File: src/rtl/ssrb_pkg.sv
// ----------------------------------------------------------------------------
// ssrb_pkg
// Types and fixed constants of the stereo sample ring buffer.
// ----------------------------------------------------------------------------
package ssrb_pkg;

	typedef enum logic [1:0] {
		CMD_WRITE = 2'd0,
		CMD_READ  = 2'd1,
		CMD_CLEAR = 2'd2
	} cmd_t;

	typedef enum logic [1:0] {
		REG_CHANNEL_COUNT = 2'd0,
		REG_SAMPLE_BITS   = 2'd1,
		REG_FLOAT_FORMAT  = 2'd2
	} reg_idx_t;

	typedef enum logic {
		KIND_WRITE = 1'b0,
		KIND_READ  = 1'b1
	} kind_t;

	typedef struct packed {
		logic [1:0]  command;
		logic [31:0] left_raw;
		logic [31:0] right_raw;
		logic        batch_end;
		logic [9:0]  window_size;
		logic [9:0]  sample_index;
	} in_word_t;

	typedef struct packed {
		logic signed [7:0] left_sample;
		logic signed [7:0] right_sample;
		logic              window_last;
		logic              zero_filled;
	} out_word_t;

	// One queued job for the back end
	typedef struct packed {
		kind_t      kind;
		logic [7:0] left_data;
		logic [7:0] right_data;
		logic       last;
		logic       zero;
	} job_t;

	localparam int QUEUE_DEPTH = 4;

	localparam logic [3:0] CHANNEL_COUNT_RST = 4'd2;
	localparam logic [5:0] SAMPLE_BITS_RST   = 6'd16;
	localparam logic       FLOAT_FORMAT_RST  = 1'b0;

	localparam logic [5:0] MIN_BITS   = 6'd8;
	localparam logic [5:0] INT_BITS   = 6'd16;
	localparam logic [5:0] FLOAT_BITS = 6'd32;

	localparam logic signed [7:0] SAMPLE_MAX  = 8'sd127;
	localparam logic signed [7:0] SAMPLE_MIN  = 8'sh80;
	localparam logic [7:0]        FLOAT_SCALE = 8'd127;
	localparam logic [7:0]        EXP_ONE     = 8'd127;
	localparam logic [7:0]        EXP_MAX     = 8'hFF;
	localparam logic [8:0]        EXP_SHIFT   = 9'd150;

endpackage

File: src/rtl/ssrb_front.sv
// ----------------------------------------------------------------------------
// ssrb_front
// Accepts words, converts samples, keeps ring pointers and window state.
// ----------------------------------------------------------------------------
module ssrb_front #(
	parameter int DEPTH = 576,
	localparam int PW = $clog2(DEPTH)
) (
	input  logic                 clk,
	input  logic                 arst_n,
	input  logic                 in_valid,
	output logic                 in_stall,
	input  ssrb_pkg::in_word_t   in_word,
	input  logic                 cfg_we,
	input  logic [1:0]           cfg_index,
	input  logic [5:0]           cfg_data,
	input  logic                 q_full,
	output logic                 push,
	output ssrb_pkg::job_t       push_job,
	output logic [PW-1:0]        push_addr
);
	import ssrb_pkg::*;

	localparam int CW = $clog2(DEPTH + 1);
	localparam int XW = ((CW > 10) ? CW : 10) + 2;

	logic [3:0]    chan_q;
	logic [5:0]    bits_q;
	logic          float_q;
	logic [PW-1:0] oldest_q, oldest_d;
	logic [CW-1:0] fill_q, fill_d;
	logic          drained_q, drained_d;
	logic [PW-1:0] base_q, base_d;
	logic          wzero_q, wzero_d;

	logic          accept;
	logic [XW-1:0] sum_x;
	logic [XW-1:0] wbase_x;
	logic [XW-1:0] raddr_x;
	logic [9:0]    sidx_mod;
	logic [PW-1:0] eff_base;
	logic          eff_zero;
	logic          in_window;
	logic          is_last;
	logic [7:0]    left_cv;
	logic [7:0]    right_cv;

	// Reduce a window index into ring range by conditional subtraction
	function automatic logic [9:0] wrap_index(input logic [9:0] x);
		logic [9:0] r;
		r = x;
		for (int k = 6; k >= 0; k--) begin
			if ((DEPTH << k) <= 1023) begin
				if (int'(r) >= (DEPTH << k)) r = r - 10'(DEPTH << k);
			end
		end
		return r;
	endfunction

	function automatic logic [7:0] conv_int16(input logic [31:0] raw);
		logic signed [15:0] v;
		logic signed [15:0] q;
		v = raw[15:0];
		q = v >>> 8;
		if (raw[15] && (raw[7:0] != 8'd0)) q = q + 16'sd1;
		return q[7:0];
	endfunction

	function automatic logic [7:0] conv_float(input logic [31:0] raw);
		logic        neg;
		logic [7:0]  ex;
		logic [22:0] man;
		logic [23:0] m;
		logic [8:0]  sh;
		logic [30:0] prod;
		logic [7:0]  mag;
		logic [7:0]  res;
		neg  = raw[31];
		ex   = raw[30:23];
		man  = raw[22:0];
		m    = (ex == 8'd0) ? {1'b0, man} : {1'b1, man};
		sh   = (ex == 8'd0) ? 9'd149 : (EXP_SHIFT - {1'b0, ex});
		prod = 31'(m) * 31'(FLOAT_SCALE);
		mag  = (sh >= 9'd32) ? 8'd0 : 8'(prod >> sh[4:0]);
		if (ex == EXP_MAX && man != '0) res = 8'd0;
		else if (!neg && ex >= EXP_ONE) res = SAMPLE_MAX;
		else if (neg && (ex > EXP_ONE || (ex == EXP_ONE && man != '0))) res = SAMPLE_MIN;
		else if (neg) res = 8'd0 - mag;
		else res = mag;
		return res;
	endfunction

	function automatic logic [7:0] convert(input logic [31:0] raw, input logic fl,
			input logic [5:0] nbits);
		logic [7:0] r;
		r = 8'd0;
		if (fl) begin
			if (nbits == FLOAT_BITS) r = conv_float(raw);
		end else begin
			if (nbits == INT_BITS) r = conv_int16(raw);
		end
		return r;
	endfunction

	assign in_stall = q_full;
	assign accept   = in_valid && !in_stall;

	assign left_cv  = convert(in_word.left_raw, float_q, bits_q);
	assign right_cv = (chan_q >= 4'd2) ? convert(in_word.right_raw, float_q, bits_q) : left_cv;

	// Window snapshot arithmetic
	assign sum_x    = XW'(oldest_q) + XW'(fill_q);
	assign wbase_x  = sum_x - XW'(in_word.window_size);
	assign sidx_mod = wrap_index(in_word.sample_index);
	assign raddr_x  = XW'(eff_base) + XW'(sidx_mod);

	always_comb begin
		oldest_d  = oldest_q;
		fill_d    = fill_q;
		drained_d = drained_q;
		base_d    = base_q;
		wzero_d   = wzero_q;
		push      = 1'b0;
		push_job  = '{kind: KIND_WRITE, left_data: left_cv, right_data: right_cv,
			last: 1'b0, zero: 1'b0};
		push_addr = '0;
		eff_base  = base_q;
		eff_zero  = wzero_q;
		in_window = 1'b0;
		is_last   = 1'b0;
		if (accept) begin
			unique case (in_word.command)
				CMD_WRITE: begin
					if (chan_q != 4'd0 && bits_q >= MIN_BITS) begin
						push = 1'b1;
						push_addr = (sum_x >= XW'(DEPTH)) ? PW'(sum_x - XW'(DEPTH))
							: PW'(sum_x);
						if (fill_q != CW'(DEPTH)) fill_d = fill_q + 1'b1;
						else oldest_d = (oldest_q == PW'(DEPTH - 1)) ? '0 : oldest_q + 1'b1;
						if (in_word.batch_end) drained_d = 1'b0;
					end
				end
				CMD_READ: begin
					// Index zero takes a fresh snapshot of the window
					if (in_word.sample_index == 10'd0) begin
						eff_zero = (in_word.window_size == 10'd0) ||
							(XW'(fill_q) < XW'(in_word.window_size)) || drained_q;
						if (!eff_zero) begin
							eff_base = (wbase_x >= XW'(DEPTH)) ? PW'(wbase_x - XW'(DEPTH))
								: PW'(wbase_x);
						end
						wzero_d = eff_zero;
						base_d  = eff_base;
					end
					in_window = (in_word.sample_index < in_word.window_size);
					is_last   = in_window && (in_word.sample_index + 10'd1 == in_word.window_size);
					push = 1'b1;
					push_job.kind = KIND_READ;
					push_job.last = is_last;
					push_job.zero = !in_window || eff_zero;
					push_addr = (raddr_x >= XW'(DEPTH)) ? PW'(raddr_x - XW'(DEPTH))
						: PW'(raddr_x);
					if (in_window && !eff_zero && is_last) drained_d = 1'b1;
				end
				CMD_CLEAR: begin
					oldest_d  = '0;
					fill_d    = '0;
					drained_d = 1'b0;
					wzero_d   = 1'b1;
				end
				default: begin
				end
			endcase
		end
	end

	always_ff @(posedge clk or negedge arst_n) begin
		if (!arst_n) begin
			chan_q    <= CHANNEL_COUNT_RST;
			bits_q    <= SAMPLE_BITS_RST;
			float_q   <= FLOAT_FORMAT_RST;
			oldest_q  <= '0;
			fill_q    <= '0;
			drained_q <= 1'b0;
			base_q    <= '0;
			wzero_q   <= 1'b0;
		end else begin
			if (cfg_we) begin
				unique case (cfg_index)
					REG_CHANNEL_COUNT: chan_q  <= cfg_data[3:0];
					REG_SAMPLE_BITS:   bits_q  <= cfg_data;
					REG_FLOAT_FORMAT:  float_q <= cfg_data[0];
					default: begin
					end
				endcase
			end
			oldest_q  <= oldest_d;
			fill_q    <= fill_d;
			drained_q <= drained_d;
			base_q    <= base_d;
			wzero_q   <= wzero_d;
		end
	end

endmodule

File: config.mk
export PLATFORM = sky130hd
export DESIGN_NAME = ssrb_front
export DESIGN_NICKNAME = d
export VERILOG_FILES = /design/src/rtl/ssrb_pkg.sv /design/src/rtl/ssrb_front.sv
export SDC_FILE = /design/constraint.sdc
export NUM_CORES = 1
export LEC_CHECK = 0
export ABC_AREA = 1
export BUFFER_PORTS_ARGS = -buffer_cell sky130_fd_sc_hd__buf_2
export CAP_MARGIN = 20
export CORE_MARGIN = 2
export CORE_UTILIZATION = 55
export DETAILED_ROUTE_END_ITERATION = 10
export GPL_TIMING_DRIVEN = 1
export PLACE_DENSITY = 0.74
export SLEW_MARGIN = 20
export SYNTH_ARGS = -nofsm -noshare
export SYNTH_HDL_FRONTEND = slang
export SYNTH_SLANG_ARGS = --single-unit
File: constraint.sdc
create_clock -name clk -period 22.3 [get_ports clk]
set_clock_uncertainty 0.15 [all_clocks]
set_input_delay 6.69 -clock clk [delete_from_list [all_inputs] [get_ports clk]]
set_output_delay 6.69 -clock clk [all_outputs]
set_load 0.1 [all_outputs]
==> impl_metrics.json <==
{
  "status": "complete, no violations",
  "drv_slew": 0,
  "drt_iter0_markers": 1413,
  "initial_core_util_pct": 56.27,
  "fin_area_sq_um": 19580,
  "post_cts_buffers": 0,
  "ctsResizeCount": 0,
  "viasPerCell": 5.448,
  "grtUsageTotal_pct": 32.70,
  "synth.distinct_cells": 60,
  "critPathLaunchType": "input port",
  "crit_required_ns": 15.46,
  "path_class": "input port to primary output",
  "wl_met3_um": 2047,
  "timing.slew.headroom_pct": 29.78,
  "tns_ns": 0,
  "synthArstFlopShare_pct": 100.0,
  "clock-sinks": 43,
  "synth_nets": 3422,
  "ctsRootBufferMaster": "clkbuf_16",
  "cts.clk_slew.worst_paths_ns": 0.06,
  "via_count": 18970,
  "routedWlPerCell_um": 16.08,
  "drive_gt1_share_pct": 5.956,
  "core_sq_um": 32700,
  "synth_edf_count": 0,
  "rows": 66,
  "ys_seq_area_share_pct": 5.862,
  "cpMostUsedCell": "nand2_1",
  "max_freq_mhz": 49.45,
  "totalWireLength_um": 56000,
  "die_area_sq_um": 34930,
  "ctsHoldBuffers": 0,
  "clockBufferDepth": 2,
  "setup_violations": 0,
  "worstPathMaxFanout": 7,
  "timing.final.crit_share_pct": 90.69,
  "cts_inserted_buffers": 5,
  "postPlaceCellArea_sq_um": 19400,
  "hold_path.class": "flip-flop to flip-flop",
  "peakVddDrop_mv": 0.08802,
  "critPathMaxStageDelay_ns": 0.57,
  "cts_tree": "yes",
  "ant_nets": 0,
  "clk_latency_ns": 0.31,
  "netlist_area_sq_um": 18400,
  "period_needed_ns": 20.22,
  "power_uw": 2979,
  "gp_congestion": 0.9973,
  "avgSynthCellArea_sq_um": 6.256,
  "io_pins": 131,
  "dr_wl_met2_um": 27760,
  "timing.hold.ws_ns": 0.3401,
  "antenna_found_initial": 1,
  "htreeDepth": 2,
  "power_density_nw_per_um2": 152.1,
  "synth-seq-cells": 43,
  "maxCapViolCount": 0,
  "numPortBuffers": 130,
  "grt_pass1_wl_um": 93180,
  "wl_met1_um": 23000,
  "overflow": 0,
  "final-hold-violation-count": 0,
  "dpl.hpwl_um": 48640,
  "dr.pass1.iters": 8,
  "arrival_ns": 13.38,
  "critPathCaptureType": "primary output",
  "layout_commonest_cell": "nand2_1",
  "grt_max_degree": 44,
  "drc": 0,
  "ys.flop_type": "dfrtp_1",
  "grt_setup_unrepaired": "no",
  "nNetsFinal": 3519,
  "fp.dieH_um": 186.9,
  "synthCells": 2941,
  "tightest_slew_ns": 1.049,
  "synth_warnings": 0,
  "final_cell_mix": "797 x nand2_1, 646 x inv_1, 405 x nand3_1",
  "leakagePower_uw": 0.01150,
  "top_layer": "met5",
  "die_x_um": 186.9,
  "syn_to_final_growth_pct": 6.406,
  "cp_slowest_cell": "fa_1",
  "grt_pass1_vias": 19010
}
[worst paths after layout]
| path | start | end | slack (ns) | depth (start not counted) |
|---|---|---|---|---|
| worst min register to register | bits_q[1] | bits_q[1] | 0.34 | 2 |
| worst max register to register | oldest_q[0] | base_q[9] | 17.57 | 19 |
| worst min-delay path | bits_q[1] | bits_q[1] | 0.34 | 2 |
| min in group asynchronous | arst_n | base_q[2] | 6.24 | 1 |
| worst max-delay path | in_word[76] | push_job[3] | 2.08 | 32 |
| max in group asynchronous | arst_n | oldest_q[8] | 15.35 | 1 |
[worst max-delay path, delay by kind of cell]
kind / cells / cell delay, ns
AO/OA/AOI/OAI: 3 / 0.92
AND/OR/NAND/NOR: 18 / 2.44
buffers and inverters: 4 / 0.62
adder cells (fa/ha/maj): 7 / 2.70
[power by group]
group	total, uW	switching, uW	internal, uW
Combinational	2790	1870	914
Sequential	105	14.7	89.9
Clock	88.6	35.6	53.0
Total	2980	1920	1060
[per-layer routing]
metal / global-route usage (%) / vias up
met2: 59.11 / 519
met3: 2.439 / 141
li1: - / 9435
met5: 0.8242 / -
met4: 16.09 / 2
met1: 39.16 / 8872
[cells by family (layout without fill, tap and decap cells)]
family	Yosys count	in the layout	share of synthesized area, %
AO/OA/AOI/OAI	291	291	8.813
XOR/XNOR	64	64	3.046
adder cells (fa/ha/maj)	381	381	33.13
buffers and inverters	700	798	14.67
flip-flops	43	43	5.862
multiplexers	3	3	0.1700
other	0	1	0
AND/OR/NAND/NOR	1459	1459	34.31
[stage by stage]
step                cells  util [%]  setup WS [ns]
floorplan            2941         -          1.600
global placement     3473     59.34          2.112
detailed placement   3473     59.34          2.105
CTS                  3481     59.86          2.098
global route         3482     59.87          1.581
finish               3482     59.87          2.076
[area by class of cell]
class	instances	area, sq um
Clock buffer	5	125.1
Multi-Input combinational cell	2198	14630
Fill cell	3385	13120
Antenna cell	1	2.502
Sequential cell	43	1079
Clock inverter	3	43.79
Inverter	656	2465
Timing Repair Buffer	134	683.2
Tap cell	442	553.0
[sequential cells by signal (all words and copies together) (netlist names)]
name	flops
base_q	10
fill_q	10
oldest_q	10
bits_q	6
chan_q	4
drained_q	1
float_q	1
wzero_q	1
[synth_stat cells, types with 3 or more instances]
cell      instances  area [sq um]
o21ai_0          89         445.4
buf_6             4         45.04
a211oi_1          3         22.52
nand3_1         405          2027
o22ai_1           3         18.77
o21bai_1          8         60.06
and2_1            7         43.79
o21ai_1           4         20.02
ha_1            204          2552
nand2_1         797          2992
nand3b_1          8         60.06
inv_1           646          2425
xnor2_1          23         201.4
o221ai_1          3         26.28
nand3_2           4         40.04
buf_4             6         45.04
xor2_1           41         359.1
buf_1             7         26.28
nand2_2           7         43.79
or2_2             6         37.54
clkinv_1          4         15.01
nor4_1           11         68.82
nand4_1          40         250.2
nor2_2            5         31.28
a31oi_1           8         50.05
o21a_1            5         37.54
clkbuf_1         14         52.55
a22oi_1           5         37.54
nor2_1          138         518.0
o211ai_1         10         75.07
buf_2            13         65.06
nor3_1           20         100.1
fa_1            177          3543
a21o_1            6         45.04
dfrtp_1          41          1026
a21oi_1         135         675.7
inv_2             5         18.77
(Power assumes the default switching activity.)
