File: src/rtl/ssrb_pkg.sv
// ----------------------------------------------------------------------------
// ssrb_pkg
// Types and fixed constants of the stereo sample ring buffer.
// ----------------------------------------------------------------------------
package ssrb_pkg;

	typedef enum logic [1:0] {
		CMD_WRITE = 2'd0,
		CMD_READ  = 2'd1,
		CMD_CLEAR = 2'd2
	} cmd_t;

	typedef enum logic [1:0] {
		REG_CHANNEL_COUNT = 2'd0,
		REG_SAMPLE_BITS   = 2'd1,
		REG_FLOAT_FORMAT  = 2'd2
	} reg_idx_t;

	typedef enum logic {
		KIND_WRITE = 1'b0,
		KIND_READ  = 1'b1
	} kind_t;

	typedef struct packed {
		logic [1:0]  command;
		logic [31:0] left_raw;
		logic [31:0] right_raw;
		logic        batch_end;
		logic [9:0]  window_size;
		logic [9:0]  sample_index;
	} in_word_t;

	typedef struct packed {
		logic signed [7:0] left_sample;
		logic signed [7:0] right_sample;
		logic              window_last;
		logic              zero_filled;
	} out_word_t;

	// One queued job for the back end
	typedef struct packed {
		kind_t      kind;
		logic [7:0] left_data;
		logic [7:0] right_data;
		logic       last;
		logic       zero;
	} job_t;

	localparam int QUEUE_DEPTH = 4;

	localparam logic [3:0] CHANNEL_COUNT_RST = 4'd2;
	localparam logic [5:0] SAMPLE_BITS_RST   = 6'd16;
	localparam logic       FLOAT_FORMAT_RST  = 1'b0;

	localparam logic [5:0] MIN_BITS   = 6'd8;
	localparam logic [5:0] INT_BITS   = 6'd16;
	localparam logic [5:0] FLOAT_BITS = 6'd32;

	localparam logic signed [7:0] SAMPLE_MAX  = 8'sd127;
	localparam logic signed [7:0] SAMPLE_MIN  = 8'sh80;
	localparam logic [7:0]        FLOAT_SCALE = 8'd127;
	localparam logic [7:0]        EXP_ONE     = 8'd127;
	localparam logic [7:0]        EXP_MAX     = 8'hFF;
	localparam logic [8:0]        EXP_SHIFT   = 9'd150;

endpackage

File: src/rtl/ssrb_queue.sv
// ----------------------------------------------------------------------------
// ssrb_queue
// Short job queue between the front end and the back end.
// ----------------------------------------------------------------------------
module ssrb_queue #(
	parameter int DEPTH = 576,
	localparam int PW = $clog2(DEPTH)
) (
	input  logic            clk,
	input  logic            arst_n,
	input  logic            push,
	input  ssrb_pkg::job_t  push_job,
	input  logic [PW-1:0]   push_addr,
	output logic            full,
	input  logic            pop,
	output logic            head_valid,
	output ssrb_pkg::job_t  head_job,
	output logic [PW-1:0]   head_addr
);
	import ssrb_pkg::*;

	localparam int QP = $clog2(QUEUE_DEPTH);
	localparam int QC = $clog2(QUEUE_DEPTH + 1);

	job_t          job_q  [QUEUE_DEPTH];
	logic [PW-1:0] addr_q [QUEUE_DEPTH];
	logic [QP-1:0] wr_ptr_q;
	logic [QP-1:0] rd_ptr_q;
	logic [QC-1:0] count_q;
	logic          do_push;
	logic          do_pop;

	assign full       = (count_q == QC'(QUEUE_DEPTH));
	assign head_valid = (count_q != '0);
	assign head_job   = job_q[rd_ptr_q];
	assign head_addr  = addr_q[rd_ptr_q];
	assign do_push    = push && !full;
	assign do_pop     = pop && head_valid;

	always_ff @(posedge clk) begin
		if (do_push) begin
			job_q[wr_ptr_q]  <= push_job;
			addr_q[wr_ptr_q] <= push_addr;
		end
	end

	always_ff @(posedge clk or negedge arst_n) begin
		if (!arst_n) begin
			wr_ptr_q <= '0;
			rd_ptr_q <= '0;
			count_q  <= '0;
		end else begin
			if (do_push) wr_ptr_q <= wr_ptr_q + 1'b1;
			if (do_pop) rd_ptr_q <= rd_ptr_q + 1'b1;
			if (do_push && !do_pop) count_q <= count_q + 1'b1;
			else if (do_pop && !do_push) count_q <= count_q - 1'b1;
		end
	end

endmodule

File: config.mk
export PLATFORM = sky130hd
export DESIGN_NAME = ssrb_queue
export DESIGN_NICKNAME = d
export VERILOG_FILES = /design/src/rtl/ssrb_pkg.sv /design/src/rtl/ssrb_queue.sv
export SDC_FILE = /design/constraint.sdc
export NUM_CORES = 1
export LEC_CHECK = 0
export BUFFER_PORTS_ARGS = -buffer_cell sky130_fd_sc_hd__buf_4
export CAP_MARGIN = 15
export CORE_UTILIZATION = 35
export CTS_CLUSTER_DIAMETER = 80
export DETAILED_ROUTE_END_ITERATION = 8
export RECOVER_POWER = 50
export SLEW_MARGIN = 20
export SYNTH_ARGS = -nofsm -noshare
export SYNTH_HDL_FRONTEND = slang
export SYNTH_SLANG_ARGS = --single-unit
File: constraint.sdc
create_clock -name clk -period 2.5 [get_ports clk]
set_input_delay 0.375 -clock clk [delete_from_list [all_inputs] [get_ports clk]]
set_output_delay 0.375 -clock clk [all_outputs]
set_load 0.02 [all_outputs]
==> flow_summary.rst, run 1 <==
.. list-table::
   :header-rows: 1

   * - Metric
     - Value
   * - Status
     - finished clean
   * - Layout Cells excl Fill
     - approximately 460
   * - Maximum buffer depth of the clock tree
     - 2
   * - Average routed wire per standard cell
     - about 17 µm
   * - DRC
     - 0
   * - Antenna diode count
     - 0
   * - Clock buffer count from CTS
     - 17
   * - Setup-violating endpoint count in the final report
     - 0
   * - Max H-tree Level
     - 4
   * - Tcrit/Tclk final
     - between 80 and 90%
   * - Hold Path Class
     - in -> reg
   * - Synth-to-layout area growth
     - 26.96%
   * - R2R Setup Slk
     - 0.37 ns
   * - Most repeated library cell on the critical path
     - sky130_fd_sc_hd__buf_4
   * - Worst Path Max Fanout
     - 17
   * - Tightest Pin Transition
     - approximately 0.95 ns
   * - Largest net degree at the start of global routing
     - 18
   * - Number of slew-limit violations in the final report
     - 0
   * - Unique cell type count in the Yosys netlist
     - 20
   * - Max-cap violations
     - 0
   * - Initial Utilization
     - 36.19%
   * - Grt met1 use
     - 15.15%
   * - Global placement routability congestion
     - 0.7066
   * - Ports
     - 64
   * - Number of global-route vias before repair
     - 2245
   * - Number of DRC markers in iteration 0
     - 120
   * - Fin area
     - 0.005869 mm²
   * - Critical Path Slowest Stage Cell
     - sky130_fd_sc_hd__mux4_2
   * - Maximum ir drop on the vdd rail
     - 955.8 µV
   * - Post-layout min period
     - 2.216 ns
   * - Global-route layer with the greatest usage
     - met2
   * - Placeable Area
     - 0.01277 mm²
   * - Skew-Pair Late Insertion Delay
     - 0.40 ns
   * - First-pass GRT wire length
     - roughly 12 mm
   * - Hold Violations, Final
     - 0
   * - Total of warnings raised by yosys
     - 0
   * - Layout cell share with drive strength beyond 1
     - 38.81%
   * - Total overflow reported by the global router
     - 0
   * - Post-synthesis area per instance
     - ~25 µm²
   * - Post-synthesis sequential area ratio
     - 79.13%
   * - Total track usage
     - 12.85%
   * - HPWL after DPL
     - 4.914 mm
   * - RSZ-0062 raised after global routing
     - no
   * - Peak clock frequency supported by timing
     - 451.3 MHz
   * - WP data required
     - 2.12 ns
   * - Critical path arrival
     - 1.84 ns
   * - Horizontal extent of the die
     - roughly 120 µm
   * - TritonCTS clock tree
     - done
   * - Number of input and output port buffers inserted
     - 63
   * - Global-route met3 utilization
     - 6.076%
   * - Count of vias placed by the detailed router
     - 2106
   * - CTS-repair resized insts
     - 0
   * - Filler cell count in the final layout
     - 1086
   * - Clock transition at path regs
     - 0.05 ns
   * - Cell-by-cell trace of the critical path
     - buf_4 > mux4_2 > buf_4
   * - Aggregate negative setup slack
     - 0 ns
   * - Antenna violations before repair
     - 1
   * - Max-slew headroom at the worst pin
     - 36.76%
   * - Leakage component of the power
     - ~2 nW
   * - Wirelength, routed
     - 7.761 mm
   * - Router iterations before antenna repair
     - 4
   * - Row cnt
     - 41
   * - Power density over cell area
     - 1343 mW/mm²
   * - Slowest cell delay on critical path
     - 0.58 ns
   * - Post-detailed-route count of antenna-violating nets
     - 0
   * - CP Class
     - reg -> out
   * - Clock tree root driver cell
     - sky130_fd_sc_hd__clkbuf_16
   * - Count of state elements after synthesis
     - 123
   * - Post-synthesis cell area
     - roughly 0.0046 mm²
   * - Endpoint class of the critical path
     - output port
   * - Total buffers and inverters traversed by the critical path
     - 2
   * - Total Die Area
     - 0.01367 mm²
   * - Power after layout
     - around 0.008 W
   * - Vertical extent of the die
     - 116.9 µm
   * - Family of cells with the greatest summed delay on the critical path
     - multiplexers
   * - TritonCTS Sinks
     - 123
   * - Kind of start point of the critical path
     - register
   * - Count of mapped cells out of synthesis
     - approximately 190
   * - Net count, final
     - 312
   * - Synthesized netlist net count
     - about 230
   * - Met2 Track Usage GR
     - 20.20%
   * - Worst slack on hold paths
     - 0.2199 ns
   * - Vias/cell
     - about 4.6
   * - Total placed cells including tap cells
     - about 430
   * - Post-DP Area
     - roughly 0.0054 mm²
   * - Layout Skew
     - 0.006208 ns
## cell families (layout without fill, tap and decap cells)
family        count (synthesis)  in the layout  synth area share [%]
mux                          31             31                 14.70
fa+ha+maj                     6              6                 1.786
simple gates                 10             10                 1.759
buf+inv                      10            110                 1.488
xor+xnor                      6              6                 1.137
flops                       123            123                 79.13
## worst register-to-register path, delay by kind of cell (launching register included)
kind / cells / cell delay, ns
buffers and inverters: 1 / 0.71
and+or+nand+nor: 3 / 0.64
DFF: 1 / 0.39
## cells in the mapped netlist (all sizes together)
| library cell | count | share of area [%] |
|---|---|---|
| edfxtp | 116 | 75 |
| nand3 | 1 | 0.11 |
| fa | 1 | 0.43 |
| buf | 5 | 1.1 |
| dfrtp | 7 | 3.8 |
| nor3b | 1 | 0.41 |
| xor2 | 2 | 0.38 |
| nor2 | 1 | 0.081 |
| ha | 5 | 1.4 |
| inv | 3 | 0.24 |
| nand2 | 1 | 0.081 |
| mux4 | 29 | 14 |
| and2 | 4 | 0.65 |
| mux2 | 2 | 0.57 |
| clkbuf | 2 | 0.16 |
| nor2b | 1 | 0.19 |
| xnor2 | 4 | 0.76 |
| or3 | 1 | 0.24 |
## through the flow
stage                     util, %  setup slack (ns)
after floorplan                 -            0.4519
after global placement      41.89            0.4297
after detailed placement    41.89            0.3770
after CTS                   47.02            0.2354
after global routing        45.95            0.1742
final                       45.95            0.2843
## final cells by class
type | count | area (µm²) | area share (%)
clock inverter | 15 | 219.0 | 3.731
multi-input combinational | 53 | 875.8 | 14.92
inverter | 3 | 11.26 | 0.1919
tap | 172 | 215.2 | 3.667
clock buffer | 17 | 425.4 | 7.248
timing repair buffer | 75 | 461.7 | 7.866
sequential | 123 | 3661 | 62.37
## worst paths after layout
kind	from	endpoint	cells after the start
setup / recovery	rd_ptr_q[0]$_DFFE_PN0P_	head_addr[7]	3
hold / removal	push_job[12]	job_q[2][12]$_DFFE_PP_	1
setup reg to reg	count_q[2]$_DFFE_PN0P_	job_q[1][0]$_DFFE_PP_	4
hold reg to reg	count_q[2]$_DFFE_PN0P_	count_q[2]$_DFFE_PN0P_	1
max in group asynchronous	arst_n	rd_ptr_q[0]$_DFFE_PN0P_	2
min in group asynchronous	arst_n	rd_ptr_q[1]$_DFFE_PN0P_	2
## cells in the final DEF, fill, tap and decap left out
cell type                       synthesis  routed
sky130_fd_sc_hd__inv_1                  3       3
sky130_fd_sc_hd__dfrtp_1                7       5
sky130_fd_sc_hd__buf_4                  0      42
sky130_fd_sc_hd__nor2_1                 1       1
sky130_fd_sc_hd__nand3_1                1       1
sky130_fd_sc_hd__nand2_1                1       1
sky130_fd_sc_hd__bufinv_16              0       5
sky130_fd_sc_hd__clkbuf_16              0      17
sky130_fd_sc_hd__dlygate4sd3_1          0       1
sky130_fd_sc_hd__mux4_2                29      29
sky130_fd_sc_hd__or3_1                  0       1
sky130_fd_sc_hd__mux2_2                 1       1
sky130_fd_sc_hd__clkinv_4               0       1
sky130_fd_sc_hd__mux2_1                 0       1
sky130_fd_sc_hd__fa_1                   1       1
sky130_fd_sc_hd__clkbuf_1               2      31
sky130_fd_sc_hd__nor2b_2                1       1
sky130_fd_sc_hd__ha_1                   5       5
sky130_fd_sc_hd__clkinv_1               0       1
sky130_fd_sc_hd__buf_12                 0       1
sky130_fd_sc_hd__nor3b_1                0       1
sky130_fd_sc_hd__clkinvlp_4             0       2
sky130_fd_sc_hd__xnor2_1                4       4
sky130_fd_sc_hd__dfrtp_2                0       2
sky130_fd_sc_hd__clkinv_2               0       3
sky130_fd_sc_hd__and2_2                 4       4
sky130_fd_sc_hd__xor2_1                 2       2
sky130_fd_sc_hd__edfxtp_1             116     116
sky130_fd_sc_hd__inv_6                  0       3
## repair_timing
action | in CTS | in global routing
hold endpoints to repair | 7 | 0
hold buffers | 1 | 0
setup buffers | 0 | 0
## sequential cells by signal (all words and copies together), names as in the netlist
| signal | cells |
|---|---|
| addr_q | 40 |
| count_q | 3 |
| job_q | 76 |
| rd_ptr_q | 2 |
| wr_ptr_q | 2 |
## power by group
group | switching, W | leakage [nW] | total (W) | internal, W
registers | 0.000169 | 1.14 | 0.00291 | 0.00274
logic | 0.00123 | 0.554 | 0.00234 | 0.00111
clock network | 0.000867 | 0.311 | 0.00263 | 0.00177
total | 0.00226 | 2.01 | 0.00788 | 0.00562
## metal layers
| metal | up-vias | share of wire (%) |
|---|---|---|
| met5 | - | 0.14 |
| met4 | 2 | 1.0 |
| met3 | 9 | 6.6 |
| met2 | 59 | 49 |
| met1 | 1083 | 43 |
| li1 | 953 | - |
No activity file was read; power rests on OpenSTA's default activity.
==> run 2, diff against run 1 <==
- CORE_UTILIZATION: 35 -> 40
==> run 2 against run 1 <==
Compared with the run above:
- register-to-register slack about the same
- design area down 1.7%
- sequential power about the same
- setup slack worse by 0.057 ns
- clock skew about the same
- sequential share of layout area up 1.1 points
- worst hold slack better by 0.013 ns
- clock power down 12%
- utilization up 6.3 points
- critical path depth unchanged
==> flow_summary.rst, run 2 (synthesis results as in run 1) <==
.. list-table::
   :header-rows: 1

   * - Metric
     - Value
   * - Largest registers ranked by flip-flop count
     - job_q (76), addr_q (40), count_q (3)
   * - CP Class
     - reg -> out
   * - Maximum ir drop on the vdd rail
     - 705.5 µV (-26%)
   * - Global placement routability congestion
     - 0.6575 (-6.9%)
   * - Place WS
     - 0.4199 ns (+0.04299 ns)
   * - Endpoint class of the critical path
     - output port
   * - Post-detailed-route count of antenna-violating nets
     - 0 (unchanged)
   * - Depth of the worst register-to-register path
     - 8 (+4)
   * - DRC
     - 0 (unchanged)
   * - FF-to-FF Start
     - count_q[2]$_DFFE_PN0P_
   * - Worst Path Max Fanout
     - 26 (+9)
   * - Worst slack on hold paths
     - 0.2332 ns (+0.01338 ns)
   * - Filler cell count in the final layout
     - 911 (-16%)
   * - TritonCTS clock tree
     - done
   * - Max reg flops
     - 76 (unchanged)
   * - Post-DP Area
     - 0.005331 mm² (-0.37%)
   * - Number of slew-limit violations in the final report
     - 0 (unchanged)
   * - Antenna violations before repair
     - 0 (-1)
   * - Max-cap violations
     - 0 (unchanged)
   * - Tightest Pin Transition
     - 0.5395 ns (-0.4091 ns)
   * - Critical Path Slowest Stage Cell
     - sky130_fd_sc_hd__mux4_2
   * - Post-layout util
     - 52.28% (+6.3 points)
   * - Postcts setup bufs
     - 0 (unchanged)
   * - Wirelength, routed
     - 7.780 mm (+0.24%)
   * - Peak clock frequency supported by timing
     - 440.0 MHz (-2.5%)
   * - Average routed wire per standard cell
     - 18.44 µm (+8.8%)
   * - Launch point of the worst path
     - rd_ptr_q[0]$_DFFE_PN0P_
   * - First-pass GRT wire length
     - 12.25 mm (+2.2%)
   * - Family of cells with the greatest summed delay on the critical path
     - multiplexers
   * - Synth-to-layout area growth
     - 24.74%
   * - Slowest cell delay on critical path
     - 0.57 ns (about the same)
   * - Clock transition at path regs
     - 0.05 ns (about the same)
   * - Sequential cell area
     - 0.003661 mm² (unchanged)
   * - Row cnt
     - 38 (-7.3%)
   * - Capture point of the critical path
     - head_job[10]
   * - Worst setup margin
     - 0.2274 ns (-0.05689 ns)
   * - Hold Path Class
     - in -> reg
   * - Number of input and output port buffers inserted
     - 63 (unchanged)
   * - Clock buffer count from CTS
     - 17 (unchanged)
   * - Power density over cell area
     - 1317 mW/mm² (-1.9%)
   * - Router iterations before antenna repair
     - 4 (unchanged)
   * - R2R Setup Slk
     - 0.36 ns (about the same)
   * - Crit. path cell count
     - 3 (unchanged)
   * - Aggregate negative setup slack
     - 0 ns (unchanged)
   * - Status
     - finished clean
   * - Count of vias placed by the detailed router
     - 2092 (-0.66%)
   * - Maximum buffer depth of the clock tree
     - 2 (unchanged)
   * - Routed length on met1
     - 3.223 mm (-3.8%)
   * - Kind of start point of the critical path
     - register
   * - Worst flop-to-flop path endpoint
     - count_q[2]$_DFFE_PN0P_
   * - Clock tree root driver cell
     - sky130_fd_sc_hd__clkbuf_16
   * - Cell-by-cell trace of the critical path
     - buf_12 > mux4_2 > buf_4
   * - Ports
     - 64 (unchanged)
   * - Largest net degree at the start of global routing
     - 27 (+9)
   * - Total buffers and inverters traversed by the critical path
     - 2 (unchanged)
   * - Antenna diode count
     - 0 (unchanged)
   * - Max H-tree Level
     - 4 (unchanged)
   * - Fin area
     - 0.005767 mm² (-1.7%)
   * - Max-slew headroom at the worst pin
     - 64.01% (+27 points)
   * - Net count, final
     - 308 (-1.3%)
   * - CTS-repair resized insts
     - 0 (unchanged)
   * - Most common cell after layout, fill and taps aside
     - sky130_fd_sc_hd__edfxtp_1
   * - Leakage component of the power
     - 1.962 nW (-2.3%)
   * - TritonCTS Sinks
     - 123 (unchanged)
   * - Layout Skew
     - 0.006094 ns (-0.0001140 ns)
   * - Met3 Wirelength
     - 513 µm (+0.79%)
   * - Hold-fix buffers at CTS
     - 1 (unchanged)
   * - Initial Utilization
     - 41.91% (+5.7 points)
   * - Vias/cell
     - 4.957 (+7.8%)
   * - Vertical extent of the die
     - 109.5 µm (-6.3%)
   * - Skew-Pair Late Insertion Delay
     - 0.40 ns (about the same)
   * - Number of global-route vias before repair
     - 2334 (+4.0%)
   * - Setup-violating endpoint count in the final report
     - 0 (unchanged)
   * - Footprint of the multi-input gates
     - 869.6 µm² (-0.71%)
   * - Highest signal layer in the routed design
     - met4
   * - Number of DRC markers in iteration 0
     - 66 (-45%)
   * - Total track usage
     - 14.86% (+2.0 points)
   * - Layout cell share with drive strength beyond 1
     - 34.40% (-4.4 points)
   * - Placeable Area
     - 0.01103 mm² (-14%)
   * - Tcrit/Tclk final
     - 90.90% (+2.3 points)
   * - Hold Violations, Final
     - 0 (unchanged)
   * - Horizontal extent of the die
     - 109.5 µm (-6.3%)
   * - Most frequent cells in the layout
     - sky130_fd_sc_hd__edfxtp_1, sky130_fd_sc_hd__buf_4, sky130_fd_sc_hd__clkbuf_1
   * - HPWL after DPL
     - 4.724 mm (-3.9%)
   * - Met2 Wirelength
     - 3.988 mm (+4.7%)
   * - Total Die Area
     - 0.01199 mm² (-12%)
   * - Total overflow reported by the global router
     - 0 (unchanged)
   * - WP data required
     - 2.12 ns (about the same)
   * - RSZ-0062 raised after global routing
     - no
   * - Largest register by flop count
     - job_q
   * - Post-layout min period
     - 2.273 ns (+0.05689 ns)
   * - Critical path arrival
     - 1.90 ns (+0.06 ns)
==> run 2: layer usage <==
metal  GRT usage, %  vias up
li1               -      945
met1          17.63     1082
met2          24.39       60
met3          6.106        5
met4          5.429        0
met5              0        -
==> run 2: report_power, final <==
group	leakage [nW]	switching, W	internal (W)	total (W)
Combinational	0.543	0.00125	0.00113	0.00238
Sequential	1.14	0.000161	0.00274	0.00290
Clock	0.277	0.000773	0.00153	0.00231
==> run 2: through the flow <==
step / total power [W] / instances
floorplan: 0.004494 / 186
global placement: 0.005418 / 389
detailed placement: 0.005456 / 389
CTS: 0.007790 / 422
global route: 0.007967 / 422
finish: 0.007592 / 422
==> run 2: worst min path at each step <==
stage	slack, ns	depth (start not counted)	from	to
floorplan	0.08	0	arst_n	count_q[0]$_DFFE_PN0P_
global placement	0.19	1	arst_n	count_q[2]$_DFFE_PN0P_
detailed placement	0.19	1	arst_n	count_q[1]$_DFFE_PN0P_
CTS	0.16	1	push_addr[3]	addr_q[2][3]$_DFFE_PP_
global route	0.22	1	push_addr[2]	addr_q[3][2]$_DFFE_PP_
finish	0.23	1	push_addr[3]	addr_q[2][3]$_DFFE_PP_
==> run 2: final cells by class <==
type	count	share of cell area, %
clock buffer	19	7.507
clock inverter	13	2.278
inverter	3	0.1953
multi-input combinational	53	15.08
sequential	123	63.48
tap	140	3.038
timing repair buffer	71	8.418
==> run 2: worst register-to-register path: cells and delay by family, from the launching register on <==
kind,cells,cell delay [ns]
buffers and inverters,1,0.06
adders and majority gates,2,0.64
and+or+nand+nor,3,0.68
xor gates and xnor gates,2,0.30
DFF,1,0.40
